`config.mk`:
```
export PLATFORM = sky130hd
export DESIGN_NAME = gpc_blend
export DESIGN_NICKNAME = d
export VERILOG_FILES = /design/src/gpc_pkg.sv /design/src/gpc_blend.sv
export SDC_FILE = /design/constraint.sdc
export NUM_CORES = 2
export LEC_CHECK = 0
export ABC_AREA = 1
export BUFFER_PORTS_ARGS = -buffer_cell sky130_fd_sc_hd__buf_4
export CAP_MARGIN = 0
export CORE_MARGIN = 1.5
export CORE_UTILIZATION = 35
export DETAILED_ROUTE_END_ITERATION = 10
export GPL_ROUTABILITY_DRIVEN = 0
export GPL_TIMING_DRIVEN = 0
export PLACE_DENSITY = 0.47
export SYNTH_ARGS = -nofsm -noshare
export SYNTH_HDL_FRONTEND = slang
export SYNTH_SLANG_ARGS = --single-unit
```
`constraint.sdc`:
```
create_clock -name i_clk -period 2.53 [get_ports i_clk]
set_input_delay 0.6325 -clock i_clk [delete_from_list [all_inputs] [get_ports i_clk]]
set_output_delay 0.6325 -clock i_clk [all_outputs]
set_load 0.02 [all_outputs]
```
`src/gpc_pkg.sv`:
```
package gpc_pkg;

    localparam int ITER_W    = 32;
    localparam int POS_W     = 17;
    localparam int COLOR_W   = 24;
    localparam int SLOT_W    = 3;
    localparam int DENS_W    = 16;
    localparam int CNT_W     = 4;
    localparam int IN_DATA_W = 80;
    localparam int OUT_DATA_W = 24;

    // Width of the blend dividend and divisor.
    localparam int BX_W = 26;
    localparam int BD_W = 18;

    localparam logic [POS_W-1:0] POS_ONE = 17'h10000;

    localparam logic ACT_PIXEL = 1'b0;
    localparam logic ACT_WRITE = 1'b1;

    localparam logic [1:0] REG_DENSITY = 2'd0;
    localparam logic [1:0] REG_PHASE   = 2'd1;
    localparam logic [1:0] REG_STOPS   = 2'd2;

    typedef struct packed {
        logic                 wr;
        logic                 interior;
        logic [SLOT_W-1:0]    slot;
        logic [POS_W-1:0]     pos;
        logic [COLOR_W-1:0]   rgb;
    } t_item;

endpackage

```
`src/gpc_blend.sv`:
```
module gpc_blend import gpc_pkg::*; (
    input  logic                  i_clk,
    input  logic                  i_rst_n,
    input  logic                  i_en,
    input  logic                  i_valid,
    input  logic [2:0][BX_W-1:0]  i_x,
    input  logic [BD_W-1:0]       i_d,
    output logic                  o_valid,
    output logic [COLOR_W-1:0]    o_rgb
);

    localparam int QB = 8;

    logic [QB:0]          r_valid;
    logic [2:0][BX_W-1:0] r_x [0:QB];
    logic [BD_W-1:0]      r_d [0:QB];
    logic [2:0][QB-1:0]   r_q [0:QB];

    always_ff @(posedge i_clk) begin
        if (!i_rst_n) begin
            r_valid[0] <= 1'b0;
        end else if (i_en) begin
            r_valid[0] <= i_valid;
        end
    end

    always_ff @(posedge i_clk) begin
        if (i_en) begin
            r_x[0] <= i_x;
            r_d[0] <= i_d;
            r_q[0] <= '0;
        end
    end

    // Rounded quotient (2N + den) / (2 den), one bit per stage, MSB first.
    for (genvar k = 1; k <= QB; k++) begin : g_stage
        logic [BX_W-1:0] w_sub;

        assign w_sub = BX_W'(r_d[k-1]) << (QB - k);

        always_ff @(posedge i_clk) begin
            if (!i_rst_n) begin
                r_valid[k] <= 1'b0;
            end else if (i_en) begin
                r_valid[k] <= r_valid[k-1];
            end
        end

        always_ff @(posedge i_clk) begin
            if (i_en) begin
                r_d[k] <= r_d[k-1];
                for (int c = 0; c < 3; c++) begin
                    if (r_x[k-1][c] >= w_sub) begin
                        r_x[k][c] <= r_x[k-1][c] - w_sub;
                        r_q[k][c] <= {r_q[k-1][c][QB-2:0], 1'b1};
                    end else begin
                        r_x[k][c] <= r_x[k-1][c];
                        r_q[k][c] <= {r_q[k-1][c][QB-2:0], 1'b0};
                    end
                end
            end
        end
    end

    assign o_valid = r_valid[QB];
    assign o_rgb   = {r_q[QB][2], r_q[QB][1], r_q[QB][0]};

endmodule

```
==> results.cfg <==
[route]
ant_nets = 0
num_vias = 54118
wl_per_cell_um = 18.8
drt-total-wl_um = 209000
dr.pass1.iters = 9
route.detailed.drc = 2
viasPerCell = 4.87
drtIter0Drc = 3406

[die]
dieHeight_um = 424
dieArea_um2 = 180000
io_pins = 125
rows = 154
core-area_um2 = 176000
dieWidth_um = 424
start_util = 0.353

[sta]
worst_pin_slew_ns = 0.892
drv_slew = 0
fin_worst_skew_ns = 0.0234
fmax_ghz = 0.393
finalCritPeriodShare = 1.01
min_period_ns = 2.55
rsz0062_at_grt = yes
setup_ws_ns = -0.0168
max-slew-margin-rel = 0.406
finalHoldViolations = 0
setup_viol = 3
hold_slack_ns = 0.0640

[logic_synthesis]
synthCells = 8084
synth_top_family_by_area = simple AND/OR/NAND/NOR gates
synth_adder_area_share = 0.0937
synth-seq-cells = 885
synth_xor_area_frac = 0.0309
avgSynthCellArea_um2 = 7.69
synth_compound_area_frac = 0.0563
synth_common_cells = nand2_1 (3004), inv_1 (1165), edfxtp_1 (875)
yosysTopAreaCellShare = 0.423
synth_flop_cell = edfxtp_1
yosys.cell_types.count = 57
synth_edf_count = 875
async_flop_share = 0
syn_nets = 8637
synth.yosys.seq_area_share = 0.426
yosysMostFrequentCell = nand2_1
mappedNetlistArea_um2 = 62200
synthSimpleGateAreaFrac = 0.310
muxShareOfSynthArea = 0
synthTopCellsByArea = edfxtp_1 (42%), nand2_1 (18%), ha_1 (8.7%)
yosysWarnings = 0
yosys.area.top_type = edfxtp_1

[critical_path]
worstPathArrival_ns = 3.03
path_max_fanout = 11
cp-end-kind = register
critPathRequiredTime_ns = 3.01
start_kind = register
crit_type = register to register
rrSetupSlack_ns = -0.02

[grt]
grt_max_degree = 114
grt_pass1_wl_um = 304000
antenna_found_initial = 2
grtUsageTotal = 0.222
grt_overflow_total = 0
grt_pass1_vias = 52486

[layout]
drive_above_1_share = 0.192
filler_cell_count = 17366
stdcell_area_um2 = 77700
fin_util = 0.441
num-nets-final = 9236
syn_to_final_growth_pct = 24.9

[power]
power_density_nw_per_um2 = 943
p_leak_uw = 0.0354
vdd_drop_max_mv = 0.540
power.total_uw = 73300

[clock_network]
cts_inserted_buffers = 104
clkSinkCount = 885
h-tree-depth = 3
cts_tree = done
clk_pin_slew_ns = 0.06
cts_hold_buf = 0
clockRootBuffer = clkbuf_16
ctsLongestPathBuffers = 3
clk-insertion-delay-late_ns = 0.75

[place]
place_area_um2 = 66200
io_buffers = 124
dpl.hpwl_um = 167000
place_worst_setup_slack_ns = -1.29

[worst_hold_path]
hp-class = input port to register

[job]
maxCapViolCount = 0

[run_status]
violations = DRC, setup timing
status = finished with violations
==> state kept, by name (all words and copies together) (netlist names) <==
register	cells
o_valid	1
r_d	144
r_q	108
r_x	624
r_valid	8
==> final timing paths <==
path	cells past startpoint	start	end
setup / recovery	16	r_d[0][71]$_DFFE_PP_	r_x[4][61]$_DFFE_PP_
hold / removal	1	i_x[69]	r_x[0][69]$_DFFE_PP_
setup reg to reg	16	r_d[0][71]$_DFFE_PP_	r_x[4][61]$_DFFE_PP_
hold reg to reg	0	r_q[4][2]$_DFFE_PP_	r_q[5][3]$_DFFE_PP_
==> layout make-up <==
class / count / area (µm²) / share of cell area
sequential: 885 / 26500 / 0.341
clock inverter: 75 / 678 / 0.00873
timing repair inverter: 1 / 8.76 / 0.000113
buffer: 94 / 908 / 0.0117
tap: 2340 / 2930 / 0.0377
multi-input combinational: 5914 / 34600 / 0.445
timing repair buffer: 495 / 4650 / 0.0599
antenna: 1 / 2.50 / 0.0000322
inverter: 1188 / 4810 / 0.0619
clock buffer: 117 / 2650 / 0.0341
==> per-layer routing <==
| layer | global-route usage | wire length (µm) | up-vias |
|---|---|---|---|
| met5 | 0 | 0 | - |
| met4 | 0.152 | 17800 | 0 |
| met3 | 0.0244 | 6610 | 530 |
| met2 | 0.391 | 100000 | 1255 |
| met1 | 0.252 | 84300 | 24784 |
| li1 | - | - | 27549 |
==> kinds of logic (layout without fill, tap and decap cells) <==
group	Yosys count	after routing
buffers and inverters	1286	1970
adders and majority gates	453	453
and+or+nand+nor	4613	4614
other	0	1
xor gates and xnor gates	219	219
DFF	885	885
AOI/OAI and AO/OA	628	628
==> what timing repair did <==
item	4_1_cts	5_1_grt
cloned	5	12
setup buffers	236	121
resized for setup	434	737
setup endpoints to repair	777	506
pin swaps	59	155
==> cell usage in the layout (no fill, tap or decap), types with 26 or more instances in the layout <==
master / netlist / final
nand3b_1: 83 / 83
nand2_2: 38 / 174
buf_12: 2 / 45
buf_6: 25 / 63
nor2_4: 4 / 42
buf_4: 19 / 414
nand3_2: 6 / 38
edfxtp_1: 875 / 875
ha_2: 0 / 47
nand2_1: 3004 / 2792
clkinv_2: 0 / 26
a21oi_2: 32 / 73
xnor2_1: 57 / 57
clkbuf_16: 0 / 114
o21ai_0: 153 / 130
xor2_1: 162 / 162
nor2_2: 17 / 70
ha_4: 0 / 137
ha_1: 432 / 248
o21bai_1: 38 / 37
nor3_1: 72 / 54
inv_2: 20 / 79
inv_1: 1165 / 1020
clkinvlp_4: 0 / 66
nand2_4: 11 / 81
nand3_1: 563 / 522
o21ai_1: 23 / 39
nand4_1: 142 / 142
a21oi_1: 347 / 296
nor2_1: 613 / 522
==> power by group <==
group	internal, µW	switching, µW	total, µW	leakage, µW
combinational	13300	21400	34700	0.0252
sequential	20800	2980	23800	0.00854
clock	8470	6320	14800	0.00164
==> metrics by stage <==
step | cells | TNS (ns)
2_1_floorplan | 8084 | 0
4_1_cts | 10983 | -0.0118
3_5_place_dp | 10553 | -722.03
6_report | 11110 | -0.0333
3_3_place_gp | 10548 | -3663.86
5_1_grt | 11109 | -4.90
==> critical path, cell delays in order, from the launching register on <==
cell        delay, ns
edfxtp_1         0.43
clkinvlp_4       0.15
buf_12           0.16
ha_4             0.30
nand2_2          0.06
inv_2            0.06
nand2_2          0.07
nor3_4           0.20
nand3_2          0.13
nand2_2          0.11
inv_2            0.05
nand2_4          0.08
buf_6            0.11
inv_8            0.06
clkbuf_16        0.17
nand2_4          0.07
nand2_4          0.08
Note: power is estimated with default switching activity, not from simulation.
