--- config.mk ---
export PLATFORM = sky130hd
export DESIGN_NAME = gpc_phase
export DESIGN_NICKNAME = d
export VERILOG_FILES = /design/src/gpc_pkg.sv /design/src/gpc_phase.sv
export SDC_FILE = /design/constraint.sdc
export NUM_CORES = 2
export LEC_CHECK = 0
export BUFFER_PORTS_ARGS = -buffer_cell sky130_fd_sc_hd__buf_2
export CELL_PAD_IN_SITES_DETAIL_PLACEMENT = 1
export CELL_PAD_IN_SITES_GLOBAL_PLACEMENT = 2
export CORE_MARGIN = 3
export CORE_UTILIZATION = 36
export CTS_CLUSTER_SIZE = 12
export DETAILED_ROUTE_END_ITERATION = 7
export PLACE_DENSITY = 0.64
export SYNTH_ARGS = -nofsm -noshare
export SYNTH_HDL_FRONTEND = slang
export SYNTH_MEMORY_MAX_BITS = 65536
export SYNTH_SLANG_ARGS = --single-unit
export TNS_END_PERCENT = 10
--- constraint.sdc ---
create_clock -name i_clk -period 19.9 [get_ports i_clk]
set_input_delay 3.98 -clock i_clk [delete_from_list [all_inputs] [get_ports i_clk]]
set_output_delay 3.98 -clock i_clk [all_outputs]
set_load 0.05 [all_outputs]
--- src/gpc_pkg.sv ---
package gpc_pkg;

    localparam int ITER_W    = 32;
    localparam int POS_W     = 17;
    localparam int COLOR_W   = 24;
    localparam int SLOT_W    = 3;
    localparam int DENS_W    = 16;
    localparam int CNT_W     = 4;
    localparam int IN_DATA_W = 80;
    localparam int OUT_DATA_W = 24;

    // Width of the blend dividend and divisor.
    localparam int BX_W = 26;
    localparam int BD_W = 18;

    localparam logic [POS_W-1:0] POS_ONE = 17'h10000;

    localparam logic ACT_PIXEL = 1'b0;
    localparam logic ACT_WRITE = 1'b1;

    localparam logic [1:0] REG_DENSITY = 2'd0;
    localparam logic [1:0] REG_PHASE   = 2'd1;
    localparam logic [1:0] REG_STOPS   = 2'd2;

    typedef struct packed {
        logic                 wr;
        logic                 interior;
        logic [SLOT_W-1:0]    slot;
        logic [POS_W-1:0]     pos;
        logic [COLOR_W-1:0]   rgb;
    } t_item;

endpackage

--- src/gpc_phase.sv ---
module gpc_phase import gpc_pkg::*; #(
    parameter int PHASE_BITS = 12
) (
    input  logic                  i_clk,
    input  logic                  i_rst_n,
    input  logic                  i_en,
    input  logic                  i_valid,
    input  t_item                 i_item,
    input  logic [ITER_W-1:0]     i_iter,
    input  logic [DENS_W-1:0]     i_density,
    input  logic [DENS_W-1:0]     i_offset,
    output logic                  o_valid,
    output t_item                 o_item,
    output logic [PHASE_BITS-1:0] o_idx
);

    localparam int NW = ITER_W + 9;
    localparam int AW = NW - (16 - PHASE_BITS);

    logic              r_s0_valid;
    t_item             r_s0_item;
    logic [ITER_W-1:0] r_s0_iter;
    logic [31:0]       r_s0_prod;
    logic [NW-1:0]     w_n;

    logic [AW:0]           r_valid;
    t_item                 r_item [0:AW];
    logic [DENS_W-1:0]     r_rem  [0:AW];
    logic [AW-1:0]         r_a    [0:AW];
    logic [PHASE_BITS-1:0] r_q    [0:AW];

    always_ff @(posedge i_clk) begin
        if (!i_rst_n) begin
            r_s0_valid <= 1'b0;
        end else if (i_en) begin
            r_s0_valid <= i_valid;
        end
    end

    always_ff @(posedge i_clk) begin
        if (i_en) begin
            r_s0_item <= i_item;
            r_s0_iter <= i_iter;
            r_s0_prod <= i_offset * i_density;
        end
    end

    // Phase numerator: iter * 256 + offset * density.
    assign w_n = {1'b0, r_s0_iter, 8'b0} + {9'b0, r_s0_prod};

    always_ff @(posedge i_clk) begin
        if (!i_rst_n) begin
            r_valid[0] <= 1'b0;
        end else if (i_en) begin
            r_valid[0] <= r_s0_valid;
        end
    end

    always_ff @(posedge i_clk) begin
        if (i_en) begin
            r_item[0] <= r_s0_item;
            r_rem[0]  <= '0;
            r_a[0]    <= w_n[NW-1:16-PHASE_BITS];
            r_q[0]    <= '0;
        end
    end

    // Restoring division by density, one quotient bit per stage. Only the low
    // PHASE_BITS quotient bits are kept; they are the wrapped phase index.
    for (genvar k = 1; k <= AW; k++) begin : g_div
        logic [DENS_W:0] w_t;
        logic [DENS_W:0] w_diff;
        logic            w_ge;

        assign w_t    = {r_rem[k-1], r_a[k-1][AW-1]};
        assign w_ge   = w_t >= {1'b0, i_density};
        assign w_diff = w_t - {1'b0, i_density};

        always_ff @(posedge i_clk) begin
            if (!i_rst_n) begin
                r_valid[k] <= 1'b0;
            end else if (i_en) begin
                r_valid[k] <= r_valid[k-1];
            end
        end

        always_ff @(posedge i_clk) begin
            if (i_en) begin
                r_item[k] <= r_item[k-1];
                r_rem[k]  <= w_ge ? w_diff[DENS_W-1:0] : w_t[DENS_W-1:0];
                r_a[k]    <= {r_a[k-1][AW-2:0], 1'b0};
                r_q[k]    <= {r_q[k-1][PHASE_BITS-2:0], w_ge};
            end
        end
    end

    assign o_valid = r_valid[AW];
    assign o_item  = r_item[AW];
    assign o_idx   = r_q[AW];

endmodule

==> impl_results.md <==
- Status: complete, no violations
- Static Leakage: 58.5 nW
- Tcrit/Tclk final: 50.1%
- Sequential power share: 39.7%
- Comb power frac: 33.9%
- Post-route cell area: 0.159 mm²
- Final Hold Fails: 0
- Worst Path Required: 20.56 ns
- Critical Path AT: 10.63 ns
- Layout net count: 10300
- CTS max path bufs: 4
- DR iter-0 viols: 4075
- CTS Buf Count: 360
- RSZ-0062 raised after global routing: no
- Pre-antenna DRT Iters: 5
- DPL Wire Length: 177000 µm
- Crit Path Max Fanout: 32
- Setup Buffers After CTS: 0
- Yosys reg bits: 3250
- Top FF cell, synth: edfxtp_1
- Net Sw Power: 7.59 mW
- DP Worst Slack: 8.94 ns
- First-pass GRT wire length: 433000 µm
- Type of the worst setup path: in -> reg
- Setup ws final: 9.93 ns
- Clk Latency, worst-skew pair: 0.92 ns
- Hold-fix buffers, CTS: 0
- Post-Synth Adder-Cell Area: 9.57%
- Chip height: 630 µm
- Post-synth top area share: 68.8%
- Largest cells by area after synthesis: edfxtp_1, ha_1, mux2_2
- Slew Limit Fails: 0
- Post-synthesis cell count: 8847
- Syn_nets: 9894
- CP Launch Type: input pin
- # DRC: 0
- Synth warn: 0
- Pin count of the biggest net entering global routing: 189
- Largest family of logic cells by synthesized area: adder cells
- Xor/xnor share of the synthesized area: 2.80%
- Max cap viols: 0
- Vias: 70900
- Area delta synth->final: 13.2%
- Int Power: 16.5 mW
- Post-CTS Resized: 0
- Fillers: 38200
- Layout Cells excl Fill: 14700
- Clk slew on worst S/H paths: 0.06 ns
- Post-synth top area cell: edfxtp_1
- Antenna viol nets, final: 0
- Netlist cell types: 88
- Placed Cells: 14100
- CTS Root Cell: clkbuf_16
- Sw Ratio: 31.6%
- Total negative slack: 0 ns
- Rows: 228
- Final min period: 9.97 ns
- Clock network fraction of total power: 26.4%
- Core area: 0.387 mm²
- Gr ovfl total: 0
- Initial antenna violation count: 7
- Synth async-reset ratio: 0%
- Vias in the first global route: 76100
- CTS tree: built
- Die Wd: 630 µm
- Pwr Density: 152 mW/mm²
- Die area: 0.397 mm²
- Final Setup Violations: 0
- Initial core utilization: 36.2%
- Tightest Pin Transition: 1.26 ns
- Fraction of the yosys area taken by sequential cells: 69.4%
- I/O Pins: 173
- Max VDD drop: 0.0907 mV
- GP Congestion: 0.803
- Post-synth EDFFs: 3211
- Layout Skew: 0.0558 ns
- Placed cell area: 0.147 mm²
- # port buffers: 172
- Hold Path Class: reg -> reg
- Syn avg cell area: 15.8 µm²
- Drt via density: 4.82
- Clock sinks: 3250
- Total GRT Usage: 13.6%
- Max Fclk: 0.100 GHz
- Synth Area in Compound Gates: 6.04%
- Max-slew headroom: 15.8%
- Final Core Density: 41.0%
- Post-Route WL: 273000 µm
- Number of H-tree levels: 5
- Routed len/inst: 18.6 µm
- Post-synthesis mux area share: 4.14%
- Layout cell share with drive strength beyond 1: 12.9%
- Post-synthesis simple-gate area fraction: 6.05%
- Mapped Area: 0.140 mm²
- CP endpoint kind: flip-flop
[power groups by stage]
| stage | Combinational (mW) | Sequential (mW) | Clock, mW |
|---|---|---|---|
| global placement | 7.97 | 9.68 | 0 |
| CTS | 8.25 | 9.58 | 6.62 |
| global route | 9.22 | 9.66 | 6.91 |
| floorplan | 6.22 | 9.44 | 0 |
| finish | 8.14 | 9.56 | 6.35 |
| detailed placement | 8.17 | 9.71 | 0 |
[final timing paths]
path / endpoint / cells past startpoint / slack, ns / start
worst min register to register: r_item[2][41] / 0 / 0.40 / r_item[1][363]
worst max-delay path: r_s0_prod[30] / 20 / 9.93 / i_density[1]
worst min-delay path: r_item[2][41] / 0 / 0.40 / r_item[1][363]
worst max register to register: r_a[0][30] / 13 / 15.79 / r_s0_iter[0]
[cells by family (layout without fill, tap and decap cells)]
group                    count (synthesis)  in the layout
AND/OR/NAND/NOR                       1741           1741
multiplexers                           524            524
XOR/XNOR                               448            448
AO/OA/AOI/OAI                         1292           1292
flip-flops                            3250           3250
other                                    0              3
adder cells (fa/ha/maj)                933            933
buffers and inverters                  659           1352
[flip-flops by register name, indices dropped and copies added (netlist names)]
name,count
r_a,703
r_s0_prod,28
r_q,78
r_rem,576
r_item,1748
r_s0_iter,32
r_s0_valid,1
o_valid,1
r_valid,37
r_s0_item,46
[cell usage after synthesis (all sizes together), types with 101 or more instances]
library cell  number
o21ai            300
mux2i            106
xor2             143
nand2            406
nor3             132
inv              483
mux2             418
nor2             489
nor2b            167
fa               230
and2             131
a21oi            340
ha               703
a21o             171
edfxtp          3211
xnor2            305
nand3            101
[per-stage QoR]
stage	power, mW	hold slack, ns
2_1_floorplan	15.7	0.400
3_3_place_gp	17.7	0.400
3_5_place_dp	17.9	0.405
4_1_cts	24.5	0.393
5_1_grt	25.8	0.406
6_report	24.0	0.402
[cells in the final DEF (no fill, tap or decap), drive strengths merged, types with 132 or more instances in the layout]
cell	count
o21ai	300
xnor2	305
ha	703
a21oi	340
fa	230
xor2	143
nor3	132
a21o	171
nor2	489
mux2	418
buf	261
inv	496
clkbuf	446
nand2	406
edfxtp	3211
nor2b	167
[worst max-delay path: stages]
cell and delay, ns:
buf_4 0.60, nand2_1 0.16, fa_1 0.55, fa_1 0.44, fa_1 0.51, inv_1 0.06
fa_1 0.46, fa_1 0.58, inv_1 0.07, fa_1 0.54, inv_1 0.05, ha_1 0.36
a211o_1 0.31, a21oi_1 0.13, a21oi_1 0.13, or4b_2 0.72, a41oi_1 0.52, o41ai_1 0.12
a21oi_1 0.21, xnor2_1 0.09
[layer usage]
metal	GRT usage [%]	wire length [µm]	vias to the layer above	share of wire [%]
met5	0	0	-	0
met4	3.76	6890	0	2.5
met3	2.05	9450	437	3.5
met2	22.0	126000	832	46
met1	19.1	131000	35500	48
li1	-	-	34200	-
[final cells by class]
| cell class | count | area, µm² | share of cell area (%) |
|---|---|---|---|
| diodes | 3 | 7.51 | 0.00473 |
| clock buffers | 446 | 9470 | 5.97 |
| clock inverters | 161 | 1820 | 1.15 |
| inverters | 484 | 1840 | 1.16 |
| multi-input cells | 4938 | 40100 | 25.3 |
| flip-flops and latches | 3250 | 97200 | 61.3 |
| well taps | 5175 | 6470 | 4.08 |
| repair buffers | 261 | 1650 | 1.04 |
Note: power is estimated with default switching activity, not from simulation.
