--- config.mk ---
export PLATFORM = sky130hd
export DESIGN_NAME = gpc_lookup
export DESIGN_NICKNAME = d
export VERILOG_FILES = /design/src/gpc_pkg.sv /design/src/gpc_lookup.sv
export SDC_FILE = /design/constraint.sdc
export NUM_CORES = 2
export LEC_CHECK = 0
export ABC_AREA = 1
export BUFFER_PORTS_ARGS = -buffer_cell sky130_fd_sc_hd__buf_4
export CAP_MARGIN = 10
export CORE_ASPECT_RATIO = 1.5
export CORE_UTILIZATION = 45
export CTS_CLUSTER_DIAMETER = 120
export DETAILED_ROUTE_END_ITERATION = 6
export PLACE_DENSITY = 0.69
export RECOVER_POWER = 25
export SLEW_MARGIN = 20
export SYNTH_ARGS = -nofsm -noshare
export SYNTH_HDL_FRONTEND = slang
export SYNTH_SLANG_ARGS = --single-unit
--- constraint.sdc ---
create_clock -name i_clk -period 10.2 [get_ports i_clk]
set_clock_uncertainty 0.1 [all_clocks]
set_input_delay 2.04 -clock i_clk [delete_from_list [all_inputs] [get_ports i_clk]]
set_output_delay 2.04 -clock i_clk [all_outputs]
set_load 0.05 [all_outputs]
--- src/gpc_pkg.sv ---
package gpc_pkg;

    localparam int ITER_W    = 32;
    localparam int POS_W     = 17;
    localparam int COLOR_W   = 24;
    localparam int SLOT_W    = 3;
    localparam int DENS_W    = 16;
    localparam int CNT_W     = 4;
    localparam int IN_DATA_W = 80;
    localparam int OUT_DATA_W = 24;

    // Width of the blend dividend and divisor.
    localparam int BX_W = 26;
    localparam int BD_W = 18;

    localparam logic [POS_W-1:0] POS_ONE = 17'h10000;

    localparam logic ACT_PIXEL = 1'b0;
    localparam logic ACT_WRITE = 1'b1;

    localparam logic [1:0] REG_DENSITY = 2'd0;
    localparam logic [1:0] REG_PHASE   = 2'd1;
    localparam logic [1:0] REG_STOPS   = 2'd2;

    typedef struct packed {
        logic                 wr;
        logic                 interior;
        logic [SLOT_W-1:0]    slot;
        logic [POS_W-1:0]     pos;
        logic [COLOR_W-1:0]   rgb;
    } t_item;

endpackage

--- src/gpc_lookup.sv ---
module gpc_lookup import gpc_pkg::*; #(
    parameter int MAX_STOPS  = 8,
    parameter int PHASE_BITS = 12
) (
    input  logic                  i_clk,
    input  logic                  i_rst_n,
    input  logic                  i_en,
    input  logic                  i_valid,
    input  t_item                 i_item,
    input  logic [PHASE_BITS-1:0] i_idx,
    input  logic [CNT_W-1:0]      i_stop_count,
    output logic                  o_valid,
    output logic [2:0][BX_W-1:0]  o_x,
    output logic [BD_W-1:0]       o_d
);

    localparam logic [4:0] MS5 = 5'(MAX_STOPS);

    logic [POS_W-1:0]   r_pos [0:MAX_STOPS-1];
    logic [COLOR_W-1:0] r_rgb [0:MAX_STOPS-1];

    logic             w_wr;
    logic [POS_W-1:0] w_wpos;
    logic [POS_W-1:0] w_tq;
    logic [4:0]       w_used;
    logic [4:0]       w_jsel;
    logic             w_found;

    logic             r0_valid;
    logic             r0_interior;
    logic [POS_W-1:0] r0_tq;
    logic [4:0]       r0_jsel;

    logic [4:0]         w_cur;
    logic               w_has_next;
    logic [POS_W-1:0]   w_start;
    logic [POS_W-1:0]   w_end;
    logic [COLOR_W-1:0] w_a;
    logic [COLOR_W-1:0] w_b;

    logic               r1_valid;
    logic [COLOR_W-1:0] r1_a;
    logic [COLOR_W-1:0] r1_b;
    logic [POS_W-1:0]   r1_num;
    logic [POS_W-1:0]   r1_den;

    logic                r2_valid;
    logic [2:0][24:0]    r2_p0;
    logic [2:0][24:0]    r2_p1;
    logic [POS_W-1:0]    r2_den;

    logic                r3_valid;
    logic [2:0][BX_W-1:0] r3_x;
    logic [BD_W-1:0]     r3_d;

    // Stop writes take effect here, in item order with the pixels around them.
    assign w_wr = i_en && i_valid && (i_item.wr == ACT_WRITE)
                  && ({2'b0, i_item.slot} < MS5);

    always_comb begin
        w_wpos = (i_item.pos > POS_ONE) ? POS_ONE : i_item.pos;
        if (i_item.slot == '0) begin
            w_wpos = '0;
        end
    end

    always_ff @(posedge i_clk) begin
        if (!i_rst_n) begin
            for (int e = 0; e < MAX_STOPS; e++) begin
                r_pos[e] <= '0;
                r_rgb[e] <= '0;
            end
        end else begin
            for (int e = 0; e < MAX_STOPS; e++) begin
                if (w_wr && ({2'b0, i_item.slot} == 5'(e))) begin
                    r_pos[e] <= w_wpos;
                    r_rgb[e] <= i_item.rgb;
                end
            end
        end
    end

    // Segment search: first used slot above slot 0 whose position exceeds t.
    assign w_tq   = POS_W'(i_idx) << (16 - PHASE_BITS);
    assign w_used = {1'b0, i_stop_count};

    always_comb begin
        w_jsel  = MS5;
        w_found = 1'b0;
        for (int j = 1; j < MAX_STOPS; j++) begin
            if (!w_found && ((5'(j) >= w_used) || (r_pos[j] > w_tq))) begin
                w_jsel  = 5'(j);
                w_found = 1'b1;
            end
        end
    end

    always_ff @(posedge i_clk) begin
        if (!i_rst_n) begin
            r0_valid <= 1'b0;
        end else if (i_en) begin
            r0_valid <= i_valid && (i_item.wr == ACT_PIXEL);
        end
    end

    always_ff @(posedge i_clk) begin
        if (i_en) begin
            r0_interior <= i_item.interior;
            r0_tq       <= w_tq;
            r0_jsel     <= (w_jsel < w_used) ? w_jsel : w_used;
        end
    end

    assign w_cur      = r0_jsel - 5'd1;
    assign w_has_next = r0_jsel < w_used;

    always_comb begin
        w_start = '0;
        w_a     = '0;
        w_end   = POS_ONE;
        w_b     = r_rgb[0];
        for (int e = 0; e < MAX_STOPS; e++) begin
            if (5'(e) == w_cur) begin
                w_start = r_pos[e];
                w_a     = r_rgb[e];
            end
            if (w_has_next && (5'(e) == r0_jsel)) begin
                w_end = r_pos[e];
                w_b   = r_rgb[e];
            end
        end
    end

    always_ff @(posedge i_clk) begin
        if (!i_rst_n) begin
            r1_valid <= 1'b0;
        end else if (i_en) begin
            r1_valid <= r0_valid;
        end
    end

    // A flat color (interior as black, empty segment, t before its start) runs through the blend as a/1.
    always_ff @(posedge i_clk) begin
        if (i_en) begin
            if (r0_interior) begin
                r1_a   <= '0;
                r1_b   <= '0;
                r1_num <= '0;
                r1_den <= POS_W'(1);
            end else if ((w_end <= w_start) || (r0_tq < w_start)) begin
                r1_a   <= w_a;
                r1_b   <= w_a;
                r1_num <= '0;
                r1_den <= POS_W'(1);
            end else begin
                r1_a   <= w_a;
                r1_b   <= w_b;
                r1_num <= r0_tq - w_start;
                r1_den <= w_end - w_start;
            end
        end
    end

    always_ff @(posedge i_clk) begin
        if (!i_rst_n) begin
            r2_valid <= 1'b0;
            r3_valid <= 1'b0;
        end else if (i_en) begin
            r2_valid <= r1_valid;
            r3_valid <= r2_valid;
        end
    end

    always_ff @(posedge i_clk) begin
        if (i_en) begin
            for (int c = 0; c < 3; c++) begin
                r2_p0[c] <= r1_a[c*8 +: 8] * (r1_den - r1_num);
                r2_p1[c] <= r1_b[c*8 +: 8] * r1_num;
            end
            r2_den <= r1_den;
        end
    end

    always_ff @(posedge i_clk) begin
        if (i_en) begin
            for (int c = 0; c < 3; c++) begin
                r3_x[c] <= {r2_p0[c] + r2_p1[c], 1'b0} + BX_W'(r2_den);
            end
            r3_d <= {r2_den, 1'b0};
        end
    end

    assign o_valid = r3_valid;
    assign o_x     = r3_x;
    assign o_d     = r3_d;

endmodule

==> parameters.txt <==
Parameter                              Value

Synthesis
  Post-Synthesis Mean Instance Area    8.509 um2
  Top cells by instance count after synthesis    nand2_1 (1704), inv_1 (1330), nor2_1 (838)
  Post-synth EDFFs    about 690
  Ranking of synthesized cells by area    edfxtp_1 (31%), fa_1 (19%), nand2_1 (9.8%)
  Proportion of register bits with asynchronous set or reset after synthesis    0%
  Synthesized cell area    between 0.06 and 0.07 mm2
  Cell with the most instances after synthesis    nand2_1
  Number of warnings issued by yosys    0
  Number of instances in the synthesized netlist    7701
  Top cell type's share of synthesized area    between 30% and 40%
  Largest area contributor in the synthesized netlist    edfxtp_1
  Fraction of the yosys area taken by sequential cells    around a third
  Library cells used by synthesis    between 50 and 60
  Predominant post-synthesis flop cell    edfxtp_1
  Synthesis-stage register bit count    690

Timing
  Final cycle utilization of the critical path    between 80% and 90%
  Slew Limit Headroom    -147.9%
  Fin. Hold Viols    0
  RSZ-0062 raised after global routing    no
  Tmin final    approximately 8200 ps
  Final Max Tran Viols    327
  Worst-Margin Slew    approximately 3700 ps
  Maximum clock frequency    ~0.12 GHz
  Setup Total Neg Slack    0 ps
  Final setup violation count    0

Clocking
  Clock latency on the worst-skew pair    700 ps
  CTS Hold Buffers Added    0
  CTS tree    built
  Clock sink total    690
  Post-cts gate resize count    0
  Number of buffers added by the clock tree synthesis step    73
  Root buf cell    clkbuf_16
  Buffer depth of the longest clock path    3
  Clk pin slew, worst setup/hold paths    around 60 ps
  Buffers inserted during post-CTS setup optimization    0
  H-tree level count    3

Detailed routing
  Post-route antenna net violation count    0
  Number of design-rule violations left by the first detailed-router iteration    4344
  Number of vias after detailed routing    52710
  Detail Route met3 WL    approximately 12 mm
  Highest metal layer with signal wires    met5
  Routed len/inst    20.37 um
  Detail-routed via count per cell    between 5 and 6
  Detailed route wirelength on metal2    approximately 100 mm
  Final WL    roughly 200 mm
  Detailed-route wire length on metal 1    between 70 and 80 mm
  Iteration count of the initial detailed-routing pass    7
  DRC violation count after routing    0

Finish
  Fraction of layout cells with a size suffix above 1    between 4 and 5%
  Synthesis-to-layout area growth    7.960%
  Post-route design area    0.07075 mm2
  Non-filler cells in the finished layout    around 9700
  Number of filler instances in the final layout    ~14000
  Total number of nets in the final design    8923

Die
  Placeable core region    roughly 0.14 mm2
  Die height    ~470 um
  DIE AREA    0.1472 mm2
  Starting Density    45.31%
  Die Width    approximately 310 um
  Std-Cell Rows    171
  Top-level port count    between 150 and 200

Critical path
  R2R Setup Slk    ~2000 ps
  Cell count of the worst reg-to-reg path    26
  Reg-to-Reg Start    r1_num[0]
  Startpoint class of the critical path    register
  Maximum fanout along the worst path    25
  Worst Setup End Kind    register
  Worst setup path class    reg2reg
  Reg-to-reg endpoint    r2_p0[22]
  Worst EP required    10550 ps
  Arrival @ worst endpoint    ~8600 ps

Global routing
  Wire length of the first global-routing pass    302.7 mm
  Total grt overflow    0
  Overall routing resource usage    26.84%
  Antenna violations before repair    5
  Vias in the first global route    between 50000 and 60000
  Maximum number of pins on one net before global-route repair    70

Flow run
  Number of maximum-capacitance violations    7

Run status
  Violations in the final reports    max-capacitance violations, max-slew violations
  Run status    finished, violations left

Place
  Area after DPL    roughly 0.069 mm2
  Count of buffers inserted at the top-level ports    161
  Number of placed instances with taps included    about 9600
  Sum of net half-perimeters after detailed placement    approximately 160 mm
  Global placement routability congestion    ~0.99

Min path
  Hold Crit Depth    0
  Tightest Hold Check Type    reg2reg
  Startpoint of the lowest-slack hold path    r2_den[0]
  Endpoint of the worst hold-timing path    o_x[0]
[critical path: stages, from the launching register on]
cell	delay (ps)
edfxtp_1	320
clkbuf_1	970
ha_1	350
nand3b_1	150
a21oi_1	100
nor2_1	260
o31ai_1	130
xor2_1	730
inv_1	600
nor2_1	290
fa_1	470
fa_1	570
fa_1	430
fa_1	490
ha_1	360
nand2_1	100
inv_1	60
a21oi_1	160
nand2_1	100
a21oi_1	280
o21ai_0	190
a21boi_0	300
o21ai_0	180
nand2_1	110
nand2_1	50
nand2_1	60
nand2_1	40
[cells by family after synthesis]
group	after synthesis	synth area share, %
compound gates	925	8.004
flops	690	31.56
simple gates	3044	18.74
buf+inv	1632	9.484
fa+ha+maj	1116	28.29
other cells	1	0.005723
xor+xnor	293	3.928
[worst max-delay path by stage]
stage | from | end | slack [ps] | depth (start not counted)
finish | r1_num[0] | r2_p0[22] | 1990 | 26
global route | r1_num[0] | r2_p0[46] | 1480 | 23
CTS | r1_num[1] | r2_p0[22] | 2350 | 27
detailed placement | r1_num[1] | r2_p0[22] | 2360 | 27
global placement | r1_num[1] | r2_p0[47] | 2530 | 27
floorplan | r1_num[2] | r2_p0[22] | 3620 | 29
[registers in the layout, summed over array words and instances, names as in the netlist, 4 cells and up]
signal / cells
r_rgb: 192
r_pos: 136
o_x: 76
r2_p0: 75
r2_p1: 75
r1_a: 24
r1_b: 24
r1_den: 17
r1_num: 17
r2_den: 17
o_d: 16
r0_tq: 12
r0_jsel: 4
[cell usage in the layout (no fill, tap or decap), types with 25 or more instances in the layout]
cell / instances
nor3_1: 88
o21bai_1: 33
clkbuf_16: 75
nand3_1: 257
nand2_1: 1699
xor2_1: 188
fa_1: 609
ha_1: 507
nand4_1: 82
edfxtp_1: 686
o22ai_1: 46
a221oi_1: 27
or2_2: 25
buf_4: 203
clkbuf_1: 36
a21oi_1: 399
xnor2_1: 104
clkinv_1: 28
o21ai_0: 271
nor2_1: 837
inv_1: 1330
[layout make-up]
type                    count  area, um2  share of cell area [%]
diodes                      2      5.005                0.007074
inverters                1356       5090                   7.195
multi-input cells        5396      38750                   54.78
clock inverters            38      301.5                  0.4262
flip-flops and latches    690      20680                   29.23
repair buffers            224       1603                   2.266
well taps                1903       2381                   3.366
clock buffers              90       1933                   2.732
[metrics by stage]
stage | hold slack (ps) | util (%) | setup slack [ps]
floorplan | 300.3 | - | 3615
global placement | 305.3 | 47.43 | 2533
detailed placement | 308.6 | 47.43 | 2363
CTS | 330.2 | 48.97 | 2345
global route | 342.1 | 48.91 | 1475
finish | 328.6 | 48.91 | 1988
[per-layer routing]
layer | up-vias | track usage (%)
li1 | 24640 | -
met1 | 25450 | 29.86
met5 | - | 0
met2 | 2086 | 48.59
met3 | 535 | 3.601
met4 | 2 | 15.49
Power is not shown: default switching activity piles up to over one toggle a cycle in this logic, so the estimate is an artifact.
